`src/hw/rtl/postfix_expression_evaluator_core_assert.svh`:
```
// Assertion macros for the postfix evaluator.
// Used by postfix_expression_evaluator_core; needs clk and arst_n in scope.
`ifndef POSTFIX_EXPRESSION_EVALUATOR_CORE_ASSERT_SVH
`define POSTFIX_EXPRESSION_EVALUATOR_CORE_ASSERT_SVH

// implication checked on every clock edge outside reset
`define PEE_ASSERT_IMP(label, ante, cons) \
	label: assert property (@(posedge clk) disable iff (!arst_n) (ante) |-> (cons)) \
		else $error("assertion failed");

// implication checked in the cycle after the antecedent
`define PEE_ASSERT_NEXT(label, ante, cons) \
	label: assert property (@(posedge clk) disable iff (!arst_n) (ante) |=> (cons)) \
		else $error("assertion failed");

`endif

```
`src/hw/rtl/pee_pkg.sv`:
```
// Package for the postfix evaluator: character codes and operation kinds.
// No dependencies.
package pee_pkg;
	localparam logic [7:0] ChPow = 8'h5E;
	localparam logic [7:0] ChMul = 8'h2A;
	localparam logic [7:0] ChDiv = 8'h2F;
	localparam logic [7:0] ChMod = 8'h25;
	localparam logic [7:0] ChAdd = 8'h2B;
	localparam logic [7:0] ChSub = 8'h2D;
	localparam logic [7:0] ChZero = 8'h30;

	typedef enum logic [2:0] {
		OP_NONE, OP_POW, OP_MUL, OP_DIV, OP_MOD, OP_ADD, OP_SUB
	} op_t;
endpackage

```
`src/hw/rtl/postfix_expression_evaluator_core.sv`:
```
// Postfix evaluator top level: operand stack in a synchronous RAM, a multi-cycle
// multiply unit shared by * and ^, a divider. Depends on pee_pkg and the assert header.
//
// channel | dir | tdata (low bit up)         | tuser / tlast
// s_axis  | in  | symbol[7:0]                | tlast = end_of_expression
// m_axis  | out | value[31:0]                | tuser = {divide_error, stack_underflowed,
//         |     |                            |          stack_overflowed}
// Operand character: pushed directly. + and -: two RAM pops, add or subtract, push.
// Unknown character: two RAM pops, no push. * , / and % : one multiplier or quotient bit
// per cycle; a zero divisor skips the divide. ^ : up to 61 shift-add multiplies.
// End of expression adds a final pop and then the result beat.
// Reset clears state, count, flags and tvalid only; stack RAM is read one entry per cycle.
// A stalled output beat holds s_axis_tready low until it is taken.
`include "postfix_expression_evaluator_core_assert.svh"

module postfix_expression_evaluator_core
	import pee_pkg::*;
#(
	parameter int STACK_DEPTH = 64
) (
	input  logic        clk,
	input  logic        arst_n,
	input  logic        s_axis_tvalid,
	output logic        s_axis_tready,
	input  logic [7:0]  s_axis_tdata,   // symbol[7:0]
	input  logic        s_axis_tlast,   // end_of_expression
	output logic        m_axis_tvalid,
	input  logic        m_axis_tready,
	output logic [31:0] m_axis_tdata,   // value[31:0]
	output logic [2:0]  m_axis_tuser    // stack_overflowed, stack_underflowed, divide_error
);
	localparam int AW = (STACK_DEPTH > 1) ? $clog2(STACK_DEPTH) : 1;
	localparam int CW = $clog2(STACK_DEPTH + 1);
	localparam logic [CW-1:0] DepthC = CW'(STACK_DEPTH);

	typedef enum logic [3:0] {
		ST_IDLE, ST_POPR, ST_POPR_W, ST_POPL, ST_POPL_W, ST_CALC, ST_MUL, ST_DIV,
		ST_PUSH, ST_FIN, ST_FIN_W, ST_OUT
	} state_t;

	logic [31:0] mem_q [STACK_DEPTH];
	logic [31:0] rd_q;
	logic        we;
	logic [AW-1:0] waddr, raddr;
	logic [31:0] wdata;

	state_t      state_q;
	logic [CW-1:0] count_q;
	logic        ovf_q, unf_q, dz_q;
	op_t         op_q;
	logic        last_q;
	logic [31:0] right_q, left_q, res_q;
	logic        pop_ok_q;
	// power / multiply / divide working registers
	logic [31:0] acc_q, sq_q, ex_q, ma_q, mb_q, mp_q;
	logic [4:0]  pbit_q;
	logic        msel_q;   // 0: acc*sq step, 1: sq*sq step
	logic [5:0]  it_q;
	logic [31:0] rem_q, quo_q, dvs_q;
	logic [32:0] rsub;
	logic        is_alnum;
	op_t         op_d;

	always_ff @(posedge clk) begin
		if (we) mem_q[waddr] <= wdata;
		rd_q <= mem_q[raddr];
	end

	always_comb begin
		logic [7:0] c;
		c = s_axis_tdata;
		is_alnum = (c >= 8'h30 && c <= 8'h39) || (c >= 8'h41 && c <= 8'h5A) ||
			(c >= 8'h61 && c <= 8'h7A);
		case (c)
			ChPow: op_d = OP_POW;
			ChMul: op_d = OP_MUL;
			ChDiv: op_d = OP_DIV;
			ChMod: op_d = OP_MOD;
			ChAdd: op_d = OP_ADD;
			ChSub: op_d = OP_SUB;
			default: op_d = OP_NONE;
		endcase
	end

	assign s_axis_tready = (state_q == ST_IDLE);
	assign raddr = AW'(count_q - CW'(1));
	assign rsub = {rem_q, quo_q[31]} - {1'b0, dvs_q};

	always_comb begin
		we = 1'b0;
		waddr = count_q[AW-1:0];
		wdata = res_q;
		if (state_q == ST_IDLE && s_axis_tvalid && is_alnum && count_q < DepthC) begin
			we = 1'b1;
			wdata = 32'(s_axis_tdata - ChZero);
		end else if (state_q == ST_PUSH && count_q < DepthC) begin
			we = 1'b1;
		end
	end

	always_ff @(posedge clk or negedge arst_n) begin
		if (!arst_n) begin
			state_q <= ST_IDLE;
			count_q <= '0;
			ovf_q <= 1'b0;
			unf_q <= 1'b0;
			dz_q <= 1'b0;
			m_axis_tvalid <= 1'b0;
		end else begin
			unique case (state_q)
				ST_IDLE: if (s_axis_tvalid) begin
					last_q <= s_axis_tlast;
					op_q <= op_d;
					if (is_alnum) begin
						if (count_q < DepthC) count_q <= count_q + CW'(1);
						else ovf_q <= 1'b1;
						state_q <= s_axis_tlast ? ST_FIN : ST_IDLE;
					end else begin
						state_q <= ST_POPR;
					end
				end
				ST_POPR, ST_POPL, ST_FIN: begin
					// raddr already addresses top; data arrives next cycle
					if (count_q == '0) begin
						unf_q <= 1'b1;
						pop_ok_q <= 1'b0;
					end else begin
						pop_ok_q <= 1'b1;
						count_q <= count_q - CW'(1);
					end
					state_q <= (state_q == ST_POPR) ? ST_POPR_W :
						(state_q == ST_POPL) ? ST_POPL_W : ST_FIN_W;
				end
				ST_POPR_W: begin
					right_q <= pop_ok_q ? rd_q : '0;
					state_q <= ST_POPL;
				end
				ST_POPL_W: begin
					left_q <= pop_ok_q ? rd_q : '0;
					state_q <= ST_CALC;
				end
				ST_CALC: begin
					state_q <= ST_PUSH;
					unique case (op_q)
						OP_ADD: res_q <= left_q + right_q;
						OP_SUB: res_q <= left_q - right_q;
						OP_MUL: begin
							ex_q <= 32'h1; acc_q <= 32'h0; sq_q <= left_q;
							ma_q <= left_q; mb_q <= right_q; mp_q <= '0;
							it_q <= '0; pbit_q <= 5'd30; msel_q <= 1'b0;
							state_q <= ST_MUL;
						end
						OP_POW: begin
							if (right_q[31]) begin
								if (left_q == 32'h1) res_q <= 32'h1;
								else if (left_q == 32'hFFFF_FFFF)
									res_q <= right_q[0] ? 32'hFFFF_FFFF : 32'h1;
								else res_q <= '0;
							end else begin
								acc_q <= 32'h1; sq_q <= left_q; ex_q <= right_q;
								ma_q <= 32'h1; mb_q <= left_q; mp_q <= '0;
								it_q <= '0; pbit_q <= '0; msel_q <= 1'b0;
								state_q <= ST_MUL;
							end
						end
						OP_DIV, OP_MOD: begin
							if (right_q == '0) begin
								dz_q <= 1'b1;
								res_q <= '0;
							end else begin
								rem_q <= '0;
								quo_q <= left_q[31] ? -left_q : left_q;
								dvs_q <= right_q[31] ? -right_q : right_q;
								it_q <= '0;
								state_q <= ST_DIV;
							end
						end
						default: state_q <= last_q ? ST_FIN : ST_IDLE;
					endcase
				end
				ST_MUL: begin
					// shift-add multiply, one bit per cycle; power chains them
					if (it_q != 6'd32) begin
						if (mb_q[0]) mp_q <= mp_q + ma_q;
						ma_q <= ma_q << 1;
						mb_q <= mb_q >> 1;
						it_q <= it_q + 6'd1;
					end else if (op_q == OP_MUL) begin
						res_q <= mp_q;
						state_q <= ST_PUSH;
					end else begin
						// power: bit pbit of ex selects acc*=sq, then sq*=sq
						if (!msel_q) begin
							if (ex_q[pbit_q]) acc_q <= mp_q;
							msel_q <= 1'b1;
							ma_q <= sq_q; mb_q <= sq_q;
						end else begin
							sq_q <= mp_q;
							msel_q <= 1'b0;
							pbit_q <= pbit_q + 5'd1;
							ma_q <= acc_q; mb_q <= mp_q;
						end
						mp_q <= '0;
						it_q <= '0;
						if (!msel_q && (pbit_q == 5'd30 || (ex_q >> (pbit_q + 5'd1)) == '0)) begin
							res_q <= ex_q[pbit_q] ? mp_q : acc_q;
							state_q <= ST_PUSH;
						end
					end
				end
				ST_DIV: begin
					if (it_q != 6'd32) begin
						if (!rsub[32]) rem_q <= rsub[31:0];
						else rem_q <= {rem_q[30:0], quo_q[31]};
						quo_q <= {quo_q[30:0], !rsub[32]};
						it_q <= it_q + 6'd1;
					end else begin
						if (op_q == OP_MOD) res_q <= left_q[31] ? -rem_q : rem_q;
						else res_q <= (left_q[31] != right_q[31]) ? -quo_q : quo_q;
						state_q <= ST_PUSH;
					end
				end
				ST_PUSH: begin
					if (count_q < DepthC) count_q <= count_q + CW'(1);
					else ovf_q <= 1'b1;
					state_q <= last_q ? ST_FIN : ST_IDLE;
				end
				ST_FIN_W: begin
					m_axis_tdata <= pop_ok_q ? rd_q : '0;
					m_axis_tuser <= {dz_q, unf_q, ovf_q};
					m_axis_tvalid <= 1'b1;
					count_q <= '0;
					state_q <= ST_OUT;
				end
				ST_OUT: if (m_axis_tready) begin
					m_axis_tvalid <= 1'b0;
					state_q <= ST_IDLE;
				end
				default: state_q <= ST_IDLE;
			endcase
		end
	end

	`PEE_ASSERT_IMP(a_count_range, 1'b1, count_q <= DepthC)
	`PEE_ASSERT_IMP(a_ready_no_out, s_axis_tready, !m_axis_tvalid)
	`PEE_ASSERT_NEXT(a_ovf_sticky, ovf_q, ovf_q)
	`PEE_ASSERT_NEXT(a_out_clears, m_axis_tvalid && m_axis_tready, count_q == '0)
endmodule

```
`config.mk`:
```
export PLATFORM = sky130hd
export DESIGN_NAME = postfix_expression_evaluator_core
export DESIGN_NICKNAME = d
export VERILOG_FILES = /design/src/hw/rtl/pee_pkg.sv /design/src/hw/rtl/postfix_expression_evaluator_core.sv
export VERILOG_INCLUDE_DIRS = /design/src /design/src/hw/rtl
export SDC_FILE = /design/constraint.sdc
export NUM_CORES = 2
export LEC_CHECK = 0
export ABC_AREA = 1
export BUFFER_PORTS_ARGS = -buffer_cell sky130_fd_sc_hd__buf_2
export CORE_MARGIN = 8
export CORE_UTILIZATION = 40
export DETAILED_ROUTE_END_ITERATION = 10
export PLACE_DENSITY_LB_ADDON = 0.15
export RECOVER_POWER = 25
export SLEW_MARGIN = 25
export SYNTH_ARGS = -nofsm -noshare
export SYNTH_HDL_FRONTEND = slang
export SYNTH_SLANG_ARGS = --single-unit
```
`constraint.sdc`:
```
create_clock -name clk -period 38.1 [get_ports clk]
set_input_delay 7.62 -clock clk [delete_from_list [all_inputs] [get_ports clk]]
set_output_delay 7.62 -clock clk [all_outputs]
set_load 0.01 [all_outputs]
```
==> impl_results.md <==
* Period minus WS final at 18.22 ns
* Max reg flops at 2048
* Rows at 193
* Area contributors post-synth: edfxtp_1, o21ai_0, nor2_1
* Fin Hold WS at 0.502 ns
* Final hold viol count at 0
* GRT Residual Overflow at 0
* Period utilisation layout at 47.8%
* Gr usage total at 24.5%
* Crit path max-delay cell type: clkinvlp_2
* Layout fillers at 25500
* Die ar. at 294000 sq um
* Crit. End Element: flip-flop
* Critical path type: flip-flop to flip-flop
* Worst Path Buf+Inv at 5
* Predominant post-synthesis flop cell: edfxtp_1
* Synthesized area at 111000 sq um
* Layout area overhead at 12.6%
* Top post-synthesis cells by count: edfxtp_1, nor2_1, o21ai_0
* I/O Pins at 50
* Detail Route Antenna Nets at 0
* Drt wl/cell at 27.0 microns
* Multi-input gate area at 31700 sq um
* Largest net degree at the start of global routing at 168
* Die width at 542 microns
* Post-synth EDFFs at 2483
* CTS Hold Buffers Added at 0
* Detailed Route WL at 374 mm
* Global-route wire length before repair at 534 mm
* Slew of the pin with the lowest slew margin at 7.07 ns
* RSZ-0062 raised after global routing: no
* Pre-CTS setup slack at 25.71 ns
* Delay-heaviest family, CP: buffers and inverters
* Relative slew slack at -371%
* Resized cells post-CTS at 0
* # DRC at 0
* Final Skew at 0.0665 ns
* Initial Util at 40.2%
* Total clock sinks at 2530
* Setup bufs post-CTS at 0
* Yosys top cell area share at 67.3%
* Mean Syn Cell Area at 11.1 sq um
* Top-count cell post-synth: edfxtp_1
* Vias at 79400
* Utilization after layout at 45.2%
* Pre-antenna DRT Iters at 6
* Lkg Pwr at 42.2 nW
* Fmax at 54.9 MHz
* Cell taking the most area after synthesis: edfxtp_1
* Critical path arrival at 18.84 ns
* Share of cells above drive strength 1 at 7.37%
* Status: finished, violations left
* CTS tree: yes
* Worst-path clk slew at 0.06 ns
* Cell area power density at 84.1 nW/um^2
* #FFs+latches synth at 2530
* Post-Synthesis Cells at 9947
* Max_cap viols at 46
* Failing checks: max-capacitance violations, max-slew violations
* Final setup margin at 19.88 ns
* Synth unique cells at 57
* Core ar. at 276000 sq um
* Synth Net Count at 10100
* Die Y at 542 microns
* I/O Buffers at 49
* Final setup TNS at 0 ns
* Register area share after synthesis at 68.2%
* CP required at 38.72 ns
* Cts bufs inserted at 281
* Via-per-instance ratio at 5.74
* Nets at 10000
* Largest Register: mem_q
* Number of global-route vias before repair at 75400
* Clk buf depth at 4
* Max-slew violation count at 1967
* DR iter-0 viols at 8484
* Peak VDD IR at 99.2 uV
* Initial antenna violation count at 26
* Root Driver: clkbuf_16
* Later-pin clock latency in the skew report at 0.90 ns
* HP Class: flip-flop to flip-flop
* H-tree depth at 5
* Dpl hpwl at 235 mm
* Setup crit start kind: flip-flop
* Async S/R FF share, synth at 0.593%
* CP cell instances: clkinvlp_2 > clkbuf_1 > ha_1 > clkinvlp_2 > clkbuf_1 > clkbuf_1 > o21ai_0 > o22ai_1 > o21ai_0 > o22ai_1 > nor2_1 > o22ai_1
* # setup viols final at 0
* Max incr delay on CP at 4.50 ns
* Yosys warns at 0
* Register area at 75600 sq um
* Worst Path Max Fanout at 101
* GP Congestion at 0.945
## where the power goes
part | switching [mW] | internal (mW)
clock | 1.12 | 1.57
sequential | 0.0994 | 3.28
combinational | 3.34 | 1.09
## per-layer routing
layer  track usage [%]  vias to the layer above  wire length (microns)
li1                  -                    36000                      -
met1              32.4                    39500                 152000
met2              40.1                     3136                 176000
met3              3.48                      701                  26000
met4              11.2                        2                  19300
met5                 0                        -                     13
## placed cells by master (no fill, tap or decap), drive strengths merged, types with 4 or more instances in the layout
cell      synthesis  layout
xnor2            11      11
clkinvlp          0       8
nand3b           12      12
a21boi            8       8
clkinv            3      93
edfxtp         2483    2483
nand3           214     214
nor3b             5       5
ha              112     112
a21oi           351     351
dfrtp            15      15
o211ai           23      23
nor4             15      15
clkbuf          491     459
inv             469     477
xor2             83      83
o21bai           16      16
o31ai             4       4
o21ai          1714    1714
diode             0      15
nor3             64      64
nor2           1861    1861
nand2           902     902
bufinv            0      20
dfxtp            32      32
buf             110     172
o21a             14      14
or2              55      55
nand4            56      56
o2111ai           8       8
a31oi            14      14
a21o             16      16
o221ai           20      20
o22ai           738     738
a221oi            6       6
## logic make-up after synthesis
kind of cell / Yosys count / synth area share, %
flops: 2530 / 68.2
xor+xnor: 94 / 0.743
buf+inv: 1073 / 3.72
fa+ha+maj: 115 / 1.32
simple gates: 3189 / 11.5
mux: 2 / 0.0181
compound gates: 2944 / 14.5
## metrics by stage
stage	cell area (sq um)	power, mW	cells
2_1_floorplan	111000	5.83	9947
3_3_place_gp	116000	7.77	13300
3_5_place_dp	116000	7.79	13300
4_1_cts	125000	10.5	13800
5_1_grt	125000	10.9	13800
6_report	125000	10.5	13800
## worst reg2reg max path: cells and delay by family, from the launching register on
kind	cells	cell delay, ns
buf+inv	5	12.75
compound gates	5	1.41
fa+ha+maj	1	1.98
flops	1	1.31
simple gates	1	0.55
## layout make-up
class | instances | area share [%]
Clock buffer | 370 | 6.19
Clock inverter | 126 | 1.01
Inverter | 472 | 1.43
Multi-Input combinational cell | 6344 | 25.4
Antenna cell | 15 | 0.0301
Sequential cell | 2530 | 60.6
Timing Repair Buffer | 261 | 1.62
Tap cell | 3705 | 3.72
## final timing paths
| check | startpoint | end | slack [ns] | cells past startpoint |
|---|---|---|---|---|
| max reg2reg | count_q[0] | rd_q[2] | 19.88 | 12 |
| max in group asynchronous | arst_n | count_q[5] | 30.21 | 2 |
| min in group asynchronous | arst_n | unf_q | 7.11 | 2 |
| min | unf_q | unf_q | 0.50 | 2 |
| max | count_q[0] | rd_q[2] | 19.88 | 12 |
| min reg2reg | unf_q | unf_q | 0.50 | 2 |
(Power assumes the default switching activity.)
